===== config.mk =====
export PLATFORM = sky130hd
export DESIGN_NAME = log_record_framer_crc8_flat
export DESIGN_NICKNAME = d
export VERILOG_FILES = /design/src/rtl/core/lrf_pkg.sv /design/src/rtl/core/lrf_if.sv /design/src/rtl/core/log_record_framer_crc8.sv /design/src/flat_wrapper.sv
export SDC_FILE = /design/constraint.sdc
export NUM_CORES = 1
export LEC_CHECK = 0
export BUFFER_PORTS_ARGS = -buffer_cell sky130_fd_sc_hd__buf_2
export CORE_AREA = 10 10 123 97
export DETAILED_ROUTE_END_ITERATION = 8
export DIE_AREA = 0 0 133 107
export PLACE_DENSITY = 0.75
export SYNTH_ARGS = -nofsm -noshare
export SYNTH_HDL_FRONTEND = slang
export SYNTH_SLANG_ARGS = --single-unit
export TNS_END_PERCENT = 5

===== constraint.sdc =====
create_clock -name clk -period 3.5 [get_ports clk]
set_input_delay 0.7 -clock clk [delete_from_list [all_inputs] [get_ports clk]]
set_output_delay 0.7 -clock clk [all_outputs]
set_load 0.02 [all_outputs]

===== src/rtl/core/lrf_pkg.sv =====
// Shared constants, register indexes and helper functions for the log record framer.
// Used by the channel interfaces and the framer top level.
// No dependencies.
package lrf_pkg;

	localparam int unsigned ID_COUNT   = 28;
	localparam int unsigned TABLE_LEN  = 28;
	localparam int unsigned CFG_IDX_W  = 2;
	localparam int unsigned BUF_DEPTH  = 4;
	localparam int unsigned BUF_CNT_W  = 3;

	localparam logic [7:0] CRC_POLY     = 8'h07;
	localparam logic [7:0] CRC_INIT     = 8'h00;
	localparam logic [7:0] RST_START    = 8'hAA;
	localparam logic [7:0] RST_MAX_SIZE = 8'd64;

	typedef enum logic [CFG_IDX_W-1:0] {
		CFG_ENABLE       = 2'd0,
		CFG_START_MARKER = 2'd1,
		CFG_MAX_FRAME    = 2'd2
	} cfg_idx_t;

	typedef enum logic {
		KIND_HEADER = 1'b0,
		KIND_ARG    = 1'b1
	} item_kind_t;

	// Argument byte count of each message ID; IDs past the table have none.
	function automatic logic [4:0] arg_bytes_of_id(input logic [4:0] id);
		logic [4:0] n;
		unique case (id)
			5'd1:    n = 5'd4;
			5'd2:    n = 5'd16;
			5'd3:    n = 5'd3;
			5'd4:    n = 5'd4;
			5'd6:    n = 5'd2;
			5'd8:    n = 5'd1;
			5'd9:    n = 5'd1;
			5'd10:   n = 5'd8;
			5'd11:   n = 5'd1;
			5'd12:   n = 5'd1;
			5'd13:   n = 5'd8;
			5'd14:   n = 5'd2;
			5'd15:   n = 5'd1;
			5'd16:   n = 5'd2;
			5'd17:   n = 5'd1;
			5'd18:   n = 5'd1;
			5'd26:   n = 5'd6;
			5'd27:   n = 5'd6;
			default: n = 5'd0;
		endcase
		return n;
	endfunction

	// One byte of an MSB-first CRC-8, no reflection and no final XOR.
	function automatic logic [7:0] crc8_update(input logic [7:0] crc, input logic [7:0] b);
		logic [7:0] c;
		c = crc ^ b;
		for (int i = 0; i < 8; i++) begin
			if (c[7]) begin
				c = {c[6:0], 1'b0} ^ CRC_POLY;
			end else begin
				c = {c[6:0], 1'b0};
			end
		end
		return c;
	endfunction

endpackage


===== src/rtl/core/lrf_if.sv =====
// Valid/ready channel interfaces of the log record framer: input items,
// framed output bytes and register writes. Depends on lrf_pkg.
interface lrf_item_if;
	import lrf_pkg::*;
	logic       valid;
	logic       ready;
	logic       kind;
	logic [7:0] msg_id;
	logic [7:0] arg_value;
	modport source (output valid, kind, msg_id, arg_value, input ready);
	modport sink   (input valid, kind, msg_id, arg_value, output ready);
endinterface

interface lrf_result_if;
	import lrf_pkg::*;
	logic       valid;
	logic       ready;
	logic [7:0] frame_byte;
	logic       frame_end;
	modport source (output valid, frame_byte, frame_end, input ready);
	modport sink   (input valid, frame_byte, frame_end, output ready);
endinterface

interface lrf_cfg_if;
	import lrf_pkg::*;
	logic                 valid;
	logic                 ready;
	logic [CFG_IDX_W-1:0] index;
	logic [7:0]           data;
	modport source (output valid, index, data, input ready);
	modport sink   (input valid, index, data, output ready);
endinterface


===== src/rtl/core/log_record_framer_crc8.sv =====
// Log record framer top level: input register, framing logic and output byte buffer.
// Depends on lrf_pkg and the channel interfaces in lrf_if.sv.
//
// A header beat opens a frame of start marker, length, ID, the argument bytes
// that follow as argument beats, and a closing CRC-8 (poly 0x07, init 0) over
// the ID and the arguments. An accepted item is held in the input register and
// framed into a four-entry output buffer once that buffer is empty or sending
// its last byte; the buffer head is offered on the output port. The output
// port moves one byte per cycle while the sink is ready and sets the sustained
// rate: a header makes three or four bytes, an argument one or two, and a
// dropped item none. A new item is taken every cycle while the buffer
// is empty or sending its last byte. Register writes are taken at any time
// and should be made only while the block is idle.
module log_record_framer_crc8 (
	input  logic clk,
	input  logic arst_n,
	lrf_item_if.sink     item,
	lrf_result_if.source result,
	lrf_cfg_if.sink      cfg
);
	import lrf_pkg::*;

	// Configuration registers.
	logic       enable_q;
	logic [7:0] start_marker_q;
	logic [7:0] max_frame_q;

	// Frame state.
	logic       in_frame_q;
	logic [4:0] args_left_q;
	logic [7:0] crc_q;

	// Input register.
	logic       valid_s1;
	logic       kind_s1;
	logic [7:0] msg_id_s1;
	logic [7:0] arg_s1;

	// Output buffer, head entry at index 0.
	logic [7:0]           byte_q [BUF_DEPTH];
	logic                 end_q  [BUF_DEPTH];
	logic [BUF_CNT_W-1:0] cnt_q;

	logic pop;
	logic load;

	// Framing results for the item in the input register.
	logic [7:0]           nb_byte [BUF_DEPTH];
	logic                 nb_end  [BUF_DEPTH];
	logic [BUF_CNT_W-1:0] nb_cnt;
	logic                 nx_in_frame;
	logic [4:0]           nx_args_left;
	logic [7:0]           nx_crc;

	logic       id_ok;
	logic [4:0] id_count;
	logic [7:0] id_crc;
	logic       size_ok;
	logic [7:0] arg_crc;
	logic [4:0] left_dec;

	assign cfg.ready = 1'b1;

	assign pop  = result.valid && result.ready;
	assign load = valid_s1 && ((cnt_q == '0) || ((cnt_q == BUF_CNT_W'(1)) && pop));
	assign item.ready = !valid_s1 || load;

	assign result.valid      = (cnt_q != '0);
	assign result.frame_byte = byte_q[0];
	assign result.frame_end  = end_q[0];

	always_comb begin
		id_ok    = (msg_id_s1 != 8'd0) && ({1'b0, msg_id_s1} < 9'(ID_COUNT))
			&& ({1'b0, msg_id_s1} < 9'(TABLE_LEN));
		id_count = id_ok ? arg_bytes_of_id(msg_id_s1[4:0]) : 5'd0;
		id_crc   = crc8_update(CRC_INIT, msg_id_s1);
		// Length plus one is the argument count plus four.
		size_ok  = ({4'd0, id_count} + 9'd4) <= {1'b0, max_frame_q};
		arg_crc  = crc8_update(crc_q, arg_s1);
		left_dec = args_left_q - 5'd1;
	end

	always_comb begin
		for (int i = 0; i < BUF_DEPTH; i++) begin
			nb_byte[i] = 8'd0;
			nb_end[i]  = 1'b0;
		end
		nb_cnt       = '0;
		nx_in_frame  = in_frame_q;
		nx_args_left = args_left_q;
		nx_crc       = crc_q;
		if (kind_s1 == KIND_HEADER) begin
			// A header always abandons whatever frame is open.
			nx_in_frame  = 1'b0;
			nx_args_left = 5'd0;
			if (enable_q && id_ok && size_ok) begin
				nb_byte[0]   = start_marker_q;
				nb_byte[1]   = {3'd0, id_count} + 8'd3;
				nb_byte[2]   = msg_id_s1;
				nb_byte[3]   = id_crc;
				nb_end[3]    = 1'b1;
				nx_crc       = id_crc;
				nx_in_frame  = (id_count != 5'd0);
				nx_args_left = id_count;
				nb_cnt       = (id_count == 5'd0) ? BUF_CNT_W'(4) : BUF_CNT_W'(3);
			end
		end else if (in_frame_q) begin
			nb_byte[0]   = arg_s1;
			nb_byte[1]   = arg_crc;
			nb_end[1]    = 1'b1;
			nx_crc       = arg_crc;
			nx_args_left = left_dec;
			nx_in_frame  = (left_dec != 5'd0);
			nb_cnt       = (left_dec == 5'd0) ? BUF_CNT_W'(2) : BUF_CNT_W'(1);
		end
	end

	always_ff @(posedge clk or negedge arst_n) begin
		if (!arst_n) begin
			enable_q       <= 1'b1;
			start_marker_q <= RST_START;
			max_frame_q    <= RST_MAX_SIZE;
		end else if (cfg.valid && cfg.ready) begin
			unique case (cfg.index)
				CFG_ENABLE:       enable_q       <= cfg.data[0];
				CFG_START_MARKER: start_marker_q <= cfg.data;
				CFG_MAX_FRAME:    max_frame_q    <= cfg.data;
				default: ;
			endcase
		end
	end

	always_ff @(posedge clk or negedge arst_n) begin
		if (!arst_n) begin
			valid_s1 <= 1'b0;
		end else if (item.valid && item.ready) begin
			valid_s1 <= 1'b1;
		end else if (load) begin
			valid_s1 <= 1'b0;
		end
	end

	always_ff @(posedge clk) begin
		if (item.valid && item.ready) begin
			kind_s1   <= item.kind;
			msg_id_s1 <= item.msg_id;
			arg_s1    <= item.arg_value;
		end
	end

	always_ff @(posedge clk or negedge arst_n) begin
		if (!arst_n) begin
			in_frame_q  <= 1'b0;
			args_left_q <= 5'd0;
			crc_q       <= CRC_INIT;
		end else if (load) begin
			in_frame_q  <= nx_in_frame;
			args_left_q <= nx_args_left;
			crc_q       <= nx_crc;
		end
	end

	always_ff @(posedge clk or negedge arst_n) begin
		if (!arst_n) begin
			cnt_q <= '0;
		end else if (load) begin
			cnt_q <= nb_cnt;
		end else if (pop) begin
			cnt_q <= cnt_q - BUF_CNT_W'(1);
		end
	end

	always_ff @(posedge clk) begin
		if (load) begin
			for (int i = 0; i < BUF_DEPTH; i++) begin
				byte_q[i] <= nb_byte[i];
				end_q[i]  <= nb_end[i];
			end
		end else if (pop) begin
			for (int i = 0; i < BUF_DEPTH - 1; i++) begin
				byte_q[i] <= byte_q[i+1];
				end_q[i]  <= end_q[i+1];
			end
		end
	end

endmodule


===== src/flat_wrapper.sv =====
// flat-port wrapper written by rule: the top's interface ports become plain ports
module log_record_framer_crc8_flat import lrf_pkg::*;
  (clk, arst_n, item_valid, item_kind, item_msg_id, item_arg_value, item_ready, result_valid, result_frame_byte, result_frame_end, result_ready, cfg_valid, cfg_index, cfg_data, cfg_ready);
  lrf_item_if item_i ();
  lrf_result_if result_i ();
  lrf_cfg_if cfg_i ();
  input  logic clk;
  input  logic arst_n;
  input wire logic [$bits(item_i.valid)-1:0] item_valid;
  input wire logic [$bits(item_i.kind)-1:0] item_kind;
  input wire logic [$bits(item_i.msg_id)-1:0] item_msg_id;
  input wire logic [$bits(item_i.arg_value)-1:0] item_arg_value;
  output wire logic [$bits(item_i.ready)-1:0] item_ready;
  output wire logic [$bits(result_i.valid)-1:0] result_valid;
  output wire logic [$bits(result_i.frame_byte)-1:0] result_frame_byte;
  output wire logic [$bits(result_i.frame_end)-1:0] result_frame_end;
  input wire logic [$bits(result_i.ready)-1:0] result_ready;
  input wire logic [$bits(cfg_i.valid)-1:0] cfg_valid;
  input wire logic [$bits(cfg_i.index)-1:0] cfg_index;
  input wire logic [$bits(cfg_i.data)-1:0] cfg_data;
  output wire logic [$bits(cfg_i.ready)-1:0] cfg_ready;
  assign item_i.valid = item_valid;
  assign item_i.kind = item_kind;
  assign item_i.msg_id = item_msg_id;
  assign item_i.arg_value = item_arg_value;
  assign item_ready = item_i.ready;
  assign result_valid = result_i.valid;
  assign result_frame_byte = result_i.frame_byte;
  assign result_frame_end = result_i.frame_end;
  assign result_i.ready = result_ready;
  assign cfg_i.valid = cfg_valid;
  assign cfg_i.index = cfg_index;
  assign cfg_i.data = cfg_data;
  assign cfg_ready = cfg_i.ready;
  log_record_framer_crc8 u_core (.clk(clk), .arst_n(arst_n), .item(item_i), .result(result_i), .cfg(cfg_i));
endmodule

==> impl_metrics.ini, run 1 <==
[yosys]
yosysTopAreaCell = edfxtp_1
syn_area_per_cell_um2 = 11.1
ys.flop_type = edfxtp_1
synthTopCellsByCount = 53 x edfxtp_1, 48 x nand2_1, 44 x nor2_1
synth_cell_type_count = 56
synth_top_area_share_pct = 31.6
syn-instance-count = 453
synth_edf_count = 53
yosysWarnings = 0
synth-seq-area-share_pct = 51.1
synth_nets = 510
ys_seq_elements = 93
async_flop_share_pct = 37.6
yosysMostFrequentCell = edfxtp_1
syn_area_um2 = 5040
synthTopCellsByArea = edfxtp_1 32%, dfrtp_1 14%, ha_1 6.2%

[setup_path]
start_kind = flop
worstPathRequired_ns = 3.70
cp.arrival_ns = 3.70
crit_type = reg2reg
end_kind = flop
critPathMaxFanout = 6

[cts]
cts_buffers = 9
postCtsHoldBufs = 0
clockBufferDepth = 2
cts_tree = done
cts_root_buf = clkbuf_16
cts_sinks = 93
path_clk_slew_ns = 0.06
clock_latency_ns = 0.34
cts-htree-levels = 3

[die]
dieArea_um2 = 14200
core_um2 = 9500
die_w_um = 133
initial_core_util_pct = 53.0
rows = 31
die_h_um = 107
ios = 44

[timing]
min_period_over_period_pct = 100
final_hold_viol_count = 0
period_minus_slack_ns = 3.50
setup_viol = 1
clock.fmax_mhz = 286
timing_max_transition_violations_final = 0
tightest_slew_ns = 1.02
grt_setup_unrepaired = yes
worst_slack_ns = -0.000369
tns_ns = -0.000369
slew_headroom_pct = 31.8
clock-skew-final_ns = 0.00583

[routing]
met2_wirelength_mm = 5.55
wire_per_inst_um = 18.2
avgViaCountPerCell = 5.50
routed_wl_mm = 11.8
drc_errors = 0
vias = 3560
top_layer = met4
drt-met1-wl_mm = 5.42
final_antenna_net_count = 0
drt-initial-drc-count = 200
firstDrtPassIters = 5
wl_met3_um = 712

[power_and_ir_drop]
finalPower_mw = 5.31
p_leak_nw = 2.48
vdd_drop_max_mv = 0.381
power.density_nw_per_um2 = 892

[run_status]
status = finished, violations left
failed_checks = negative setup slack

[global_routing]
grt_max_degree = 36
grt_pass1_wl_mm = 18.5
grt-ovfl-total = 0
antenna_found_initial = 0
grt_pass1_vias = 3551
track_usage_pct = 16.3

[final_layout]
syn_to_final_growth_pct = 18.2
final_nets = 567
diodes = 0
drive_gt1_share_pct = 29.3
fin_cells = 647

[placement]
gp_congestion = 0.904
dp_cells = 621
portBuffers = 42
dpl.hpwl_mm = 8.48

[worst_hold_path]
hold_class = in2async

[flow_run]
maxCapViolCount = 0
## registers in the layout, summed over array words and instances, names as in the netlist, named ones only
register               cells
u_core.in_frame_q          1
u_core.args_left_q         5
u_core.start_marker_q      8
u_core.cnt_q               3
u_core.kind_s1             1
u_core.crc_q               8
u_core.byte_q             32
u_core.end_q               4
u_core.msg_id_s1           8
u_core.arg_s1              8
u_core.enable_q            1
u_core.max_frame_q         8
u_core.valid_s1            1
## cell usage in the layout, fill, tap and decap left out, types with 4 or more instances in the layout
master	synthesis	layout
a21oi_1	20	19
a221oi_1	11	8
buf_2	2	42
buf_4	10	23
clkbuf_16	0	9
clkinv_2	0	4
dfrtp_1	29	29
dfstp_2	6	6
dfxtp_1	5	5
edfxtp_1	53	53
ha_1	25	20
inv_1	28	21
inv_2	2	8
mux2_2	25	25
mux2i_1	12	12
nand2_1	48	45
nand3b_1	5	5
nor2_1	44	44
nor3_1	7	6
o21a_1	5	4
o21ai_0	9	8
o221ai_1	5	4
o31ai_1	5	4
xnor2_1	28	27
xor2_1	12	12
## layer usage
metal | GRT usage (%) | up-vias
met1 | 21.4 | 1737
met2 | 25.8 | 105
li1 | - | 1709
met3 | 4.62 | 9
met5 | 0 | -
met4 | 5.02 | 0
## critical path, stage by stage, from the launching register on
cell      delay [ns]
edfxtp_1        0.43
buf_6           0.15
ha_2            0.18
nand2_2         0.08
nor3b_4         0.31
nand2_2         0.15
inv_2           0.11
ha_4            0.15
xnor2_2         0.07
ha_1            0.31
nand4_1         0.10
or4_4           0.54
a21oi_4         0.16
nand2_4         0.11
o32a_1          0.37
a21oi_2         0.14
## cell families after synthesis
group	synth area share (%)
and+or+nand+nor	12.0
DFF	51.1
AOI/OAI and AO/OA	10.5
buffers and inverters	4.82
xor gates and xnor gates	7.40
muxes	7.97
adders and majority gates	6.21
other	0.0744
## final cells by class
type | instances | area [um2]
fill | 737 | 3540
sequential | 93 | 2570
multi-input combinational | 308 | 2380
timing repair buffer | 68 | 434
clock buffer | 10 | 229
tap | 132 | 165
inverter | 30 | 118
clock inverter | 6 | 53.8
## where the power goes
group / switching [mW] / total [mW] / leakage, nW / internal [mW]
clock network: 0.390 / 0.935 / 0.143 / 0.546
logic: 1.41 / 2.40 / 1.38 / 0.990
registers: 0.272 / 1.98 / 0.958 / 1.70
## what timing repair did
item | CTS | global route
gates resized for setup | 2 | 37
pin swaps | 0 | 17
endpoints found under the setup margin | 31 | 46
buffers inserted | 0 | 10
## through the flow
stage          cell area, um2  worst slack [ns]  hold slack [ns]  util (%)
2_1_floorplan            5040             0.115            0.404         -
3_3_place_gp             5430            0.0160            0.494      57.2
3_5_place_dp             5430            -0.151            0.506      57.2
4_1_cts                  5730          -0.00736            0.460      60.3
5_1_grt                  5960            -0.116            0.498      62.7
6_report                 5960         -0.000369            0.444      62.7
## path summary, 6_finish.rpt
check | startpoint | to | slack [ns] | cells after the start
min in group clk | u_core.byte_q[0][29] | u_core.byte_q[0][21] | 0.52 | 1
min reg2reg | u_core.byte_q[0][29] | u_core.byte_q[0][21] | 0.52 | 1
max | u_core.msg_id_s1[2] | u_core.byte_q[0][13] | -0.0004 | 15
max reg2reg | u_core.msg_id_s1[2] | u_core.byte_q[0][13] | -0.0004 | 15
max in group asynchronous | arst_n | u_core.crc_q[7] | 2.55 | 1
min | arst_n | u_core.max_frame_q[1] | 0.44 | 1
Note: power is estimated with default switching activity, not from simulation.
==> run 2, diff against run 1 <==
- ABC_AREA: unset -> 1
- CORE_AREA: 10 10 123 97 -> 10 10 126 100
- DIE_AREA: 0 0 133 107 -> 0 0 136 110
==> impl_metrics.ini, run 2 <==
[cts]
cts_buffers = 9
postCtsHoldBufs = 0
path_clk_slew_ns = 0.06
cts_tree = done
cts-htree-levels = 3
clockBufferDepth = 2
cts_root_buf = clkbuf_16
clock_latency_ns = 0.34
cts_sinks = 93

[routing]
final_antenna_net_count = 0
routed_wl_mm = 12.2
drc_errors = 0
wire_per_inst_um = 15.2
avgViaCountPerCell = 5.25
firstDrtPassIters = 5
drt-initial-drc-count = 372
vias = 4199

[yosys]
synth_compound_area_share_pct = 7.57
ys.flop_type = edfxtp_1
yosysWarnings = 0
syn-instance-count = 615
syn_area_per_cell_um2 = 8.68
yosysMostFrequentCell = nand2_1
synth_nets = 672
synthTopCellsByCount = 209 x nand2_1, 72 x inv_1, 53 x edfxtp_1, 53 x nand3_1, 29 x dfrtp_1
synth_top_area_share_pct = 29.8
synth_xor_area_share_pct = 3.61
ys_seq_elements = 93
synth_cell_type_count = 42
synthTopCellsByArea = edfxtp_1 30%, nand2_1 15%, dfrtp_1 14%
synthMuxAreaShare_pct = 0
async_flop_share_pct = 37.6
synthAdderAreaFrac_pct = 5.86
yosys.area_share.simple_pct = 26.2
syn_area_um2 = 5340
synth-seq-area-share_pct = 48.2
synth_top_family_by_area = simple AND/OR/NAND/NOR gates
synth_edf_count = 53
yosysTopAreaCell = edfxtp_1

[placement]
dp_cells = 775
portBuffers = 42
gp_congestion = 0.927
dpl.hpwl_mm = 9.35

[setup_path]
startpoint = u_core.msg_id_s1[4]
worst-r2r-setup-slack_ns = 0.15
critPathMaxFanout = 9
worstPathRequired_ns = 3.72
cp.arrival_ns = 3.57
start_kind = flop
crit_type = reg2reg
end_kind = flop
r2r_start = u_core.msg_id_s1[4]
r2r_end = u_core.byte_q[0][13]
crit_end = u_core.byte_q[0][13]
reg2regPathDepth = 21

[final_layout]
finish.utilization_pct = 59.2
final_nets = 716
fin_cells = 800
largest_register_ffs = 32
drive_gt1_share_pct = 16.6
max_flop_register = u_core.byte_q
final_cell_mix = 208 x nand2_1, 70 x inv_1, 53 x edfxtp_1
fillCellCount = 893
diodes = 0
syn_to_final_growth_pct = 11.5
final_common_cell = nand2_1

[die]
die_h_um = 110
ios = 44
core_um2 = 10000
rows = 32
initial_core_util_pct = 53.1
die_w_um = 136
dieArea_um2 = 15000

[timing]
period_minus_slack_ns = 3.35
clock.fmax_mhz = 298
tightest_slew_ns = 0.791
timing_max_transition_violations_final = 0
slew_headroom_pct = 47.3
clock-skew-final_ns = 0.00523
setup_viol = 0
final_hold_viol_count = 0
min_period_over_period_pct = 95.8

[global_routing]
grt_pass1_vias = 4000
grt_max_degree = 36
grt_pass1_wl_mm = 19.3
track_usage_pct = 16.4
grt-ovfl-total = 0
antenna_found_initial = 0

[power_and_ir_drop]
p_seq_share_pct = 39.5
p_clk_share_pct = 18.6
p_sw_share_pct = 41.4
power.density_nw_per_um2 = 799
p_int_mw = 2.79
switchingPower_mw = 1.97
vdd_drop_max_mv = 0.402
p_leak_nw = 2.92
combPwrFrac_pct = 41.9

[worst_hold_path]
hold_class = in2async

[run_status]
status = complete, no violations

[flow_run]
maxCapViolCount = 0
-- run 2: metal layers --
metal | routed length (um) | share of wire, % | track usage (%)
met2 | 5550 | 46 | 25.9
met4 | 148 | 1.2 | 4.93
met5 | 0 | 0 | 0
met3 | 1060 | 8.7 | 4.07
met1 | 5420 | 45 | 22.1
-- run 2: cells by family (layout without fill, tap and decap cells) --
group,after synthesis,after routing
simple gates,316,317
buf+inv,99,147
flops,93,93
compound gates,59,59
fa+ha+maj,25,25
xor+xnor,22,22
other cells,1,1
-- run 2: worst min-delay path by stage --
stage | slack, ns | to | cells after the start | startpoint
final | 0.44 | u_core.args_left_q[4] | 1 | arst_n
after detailed placement | 0.48 | u_core.max_frame_q[0] | 2 | u_core.max_frame_q[0]
after CTS | 0.46 | u_core.cnt_q[2] | 1 | arst_n
after floorplan | 0.40 | u_core.args_left_q[0] | 0 | arst_n
after global placement | 0.48 | u_core.max_frame_q[2] | 2 | u_core.max_frame_q[2]
after global routing | 0.49 | u_core.args_left_q[1] | 1 | arst_n
-- run 2: final cells by class --
class	instances	area (um2)	area share, %
clock buffer	11	243	4.08
clock inverter	5	26.3	0.441
inverter	78	293	4.92
multi-input combinational	424	2350	39.5
sequential	93	2570	43.3
tap	136	170	2.86
timing repair buffer	53	293	4.92
-- run 2: what timing repair did --
action,CTS,global route
gates resized for setup,2,5
pin swaps,0,3
setup endpoints to repair,5,42
cloned,0,1
buffers inserted,0,8
-- run 2: power groups by stage --
stage / combinational, mW / clock (mW) / sequential [mW]
2_1_floorplan: 1.53 / 0 / 1.83
3_3_place_gp: 1.87 / 0 / 1.89
3_5_place_dp: 1.93 / 0 / 1.90
4_1_cts: 1.94 / 0.892 / 1.88
5_1_grt: 2.23 / 0.935 / 1.92
6_report: 1.99 / 0.886 / 1.88
-- run 2: per-stage QoR --
| step | area [um2] | setup slack [ns] | TNS [ns] | total power, mW | hold WS, ns |
|---|---|---|---|---|---|
| after floorplan | 5340 | 0.455 | 0 | 3.36 | 0.404 |
| after global placement | 5580 | 0.188 | 0 | 3.76 | 0.477 |
| after detailed placement | 5580 | 0.00833 | 0 | 3.83 | 0.484 |
| after CTS | 5870 | 0.0492 | 0 | 4.71 | 0.464 |
| after global routing | 5950 | -0.0359 | -0.116 | 5.09 | 0.494 |
| final | 5950 | 0.148 | 0 | 4.76 | 0.441 |
-- run 2: worst max-delay path: stages, from the launching register on --
cell and delay [ns]:
edfxtp_1 0.44, inv_1 0.16, ha_1 0.16, nand4_1 0.21, nand2_4 0.16, inv_1 0.10
nand2_2 0.11, inv_1 0.06, ha_1 0.23, xnor2_1 0.17, ha_1 0.26, nand2_1 0.08
inv_1 0.04, nand2_1 0.06, nand2_1 0.05, nand2_1 0.05, nand3_1 0.10, nand2_4 0.18
nand3_1 0.13, nor2_1 0.30, nand2_1 0.09, nand2_1 0.07
==> run 3, diff against run 2 <==
- CORE_AREA: 10 10 126 100 -> 10 10 116 92
- DIE_AREA: 0 0 136 110 -> 0 0 126 102
- PLACE_DENSITY: 0.75 -> 0.84
- clock period: 3.5 -> 4 ns (I/O delays scaled with it)
==> impl_metrics.ini, run 3 (synthesis gave the netlist of run 2 again) <==
[run_status]
status = complete, no violations

[timing]
min_period_over_period_pct = 89.8
tightest_slew_ns = 1.17
clock.fmax_mhz = 278
slew_headroom_pct = 21.8
tns_ns = 0
period_minus_slack_ns = 3.59
timing_max_transition_violations_final = 0
grt_setup_unrepaired = no
clock-skew-final_ns = 0.00635
setup_viol = 0
final_hold_viol_count = 0

[final_layout]
largest_register_ffs = 32
syn_to_final_growth_pct = 9.96
finish.utilization_pct = 70.4
final_cell_mix = 209 x nand2_1, 72 x inv_1, 53 x nand3_1, 53 x edfxtp_1, 42 x buf_2
final_nets = 704
max_flop_register = u_core.byte_q
diodes = 0
finalInstanceArea_um2 = 5870
drive_gt1_share_pct = 14.7
final_common_cell = nand2_1

[die]
dieArea_um2 = 12900
die_w_um = 126
initial_core_util_pct = 64.0
core_um2 = 8350
ios = 44
die_h_um = 102
rows = 29

[setup_path]
crit_chain = inv_1 -> ha_1 -> nand4_1 -> nand2_4 -> inv_1 -> nand2_1 -> inv_1 -> ha_1 -> xnor2_1 -> ha_1 -> nand2_1 -> inv_1 -> nand2_1 -> nand2_1 -> nand2_1 -> nand3_1 -> nand2_2 -> nand2_4 -> a21oi_2 -> nand2_1 -> nand2_1
startpoint = u_core.msg_id_s1[2]
path_buf_inv = 4
start_kind = flop
end_kind = flop
worst-r2r-setup-slack_ns = 0.41
cp.arrival_ns = 3.87
crit_family = simple AND/OR/NAND/NOR gates
critPathMaxFanout = 20
crit_type = reg2reg
slowest_stage = edfxtp_1
slowest_delay_ns = 0.48
worstPathRequired_ns = 4.27
path_common_cell = nand2_1
r2r_start = u_core.msg_id_s1[2]

[routing]
vias = 4146
drc_errors = 0
avgViaCountPerCell = 5.46
wire_per_inst_um = 15.9
final_antenna_net_count = 0
drt-initial-drc-count = 383
routed_wl_mm = 12.1
firstDrtPassIters = 5

[cts]
path_clk_slew_ns = 0.06
cts_root_buf = clkbuf_16
cts_buffers = 9
cts_setup_buffers = 0
postCtsHoldBufs = 0
clock_latency_ns = 0.33
clockBufferDepth = 2
cts_tree = done
post_cts_resize_count = 0
cts_sinks = 93
cts-htree-levels = 3

[global_routing]
grt_pass1_vias = 4107
track_usage_pct = 19.1
grt_max_degree = 36
grt-ovfl-total = 0
antenna_found_initial = 0
grt_pass1_wl_mm = 20.0

[power_and_ir_drop]
power.density_nw_per_um2 = 738
p_leak_nw = 2.89
finalPower_mw = 4.34
vdd_drop_max_mv = 0.384

[worst_hold_path]
hp-start = u_core.max_frame_q[1]
hold_class = reg2reg

[placement]
portBuffers = 42
gp_congestion = 0.944
dpl.hpwl_mm = 9.34
dpl_cell_area_um2 = 5530

[flow_run]
maxCapViolCount = 0
==> run 3: cell types whose count changed in the layout (fill, tap and decap cells not counted), moves of 2 or more <==
cell       before  now
bufinv_16       0    3
clkinv_1        2    0
clkinv_2        2    0
buf_4          11    0
inv_1          70   72
inv_2           8    6
==> run 3: final cells by class <==
cell class,count,area (um2)
inverters,78,293
clock inverters,6,118
fillers,633,2470
clock buffers,10,229
well taps,108,135
repair buffers,42,210
flip-flops and latches,93,2570
multi-input cells,423,2310
==> run 3: worst paths after layout <==
kind	endpoint	cells after the start
max in group asynchronous	u_core.crc_q[4]	1
hold reg to reg	u_core.max_frame_q[1]	2
hold / removal	u_core.max_frame_q[1]	2
min in group asynchronous	u_core.args_left_q[4]	1
setup reg to reg	u_core.crc_q[1]	21
setup / recovery	u_core.crc_q[1]	21
==> run 3: per-layer routing <==
layer	vias up	share of wire, %	GRT usage (%)
met5	-	0	0
li1	2040	-	-
met3	21	7.9	4.91
met2	161	48	32.4
met1	1924	43	24.0
met4	0	1.7	4.89
==> run 3: worst register-to-register path: cells and delay by family (launching register included) <==
kind                     cells  cell delay, ns
XOR/XNOR                     1            0.17
AND/OR/NAND/NOR             12            1.41
flip-flops                   1            0.48
AO/OA/AOI/OAI                1            0.39
adder cells (fa/ha/maj)      3            0.66
buffers and inverters        4            0.42
==> run 3: through the flow <==
step	setup slack, ns	instances	hold WS (ns)
2_1_floorplan	0.955	615	0.453
3_3_place_gp	0.687	744	0.478
3_5_place_dp	0.496	744	0.483
4_1_cts	0.454	760	0.498
5_1_grt	0.118	760	0.527
6_report	0.407	760	0.495
==> run 3: where the power goes <==
group	internal [mW]	total [mW]	switching, mW	leakage (nW)
sequential	1.45	1.66	0.210	0.988
clock	0.618	0.982	0.364	0.165
combinational	0.525	1.69	1.17	1.74
total	2.59	4.34	1.74	2.89
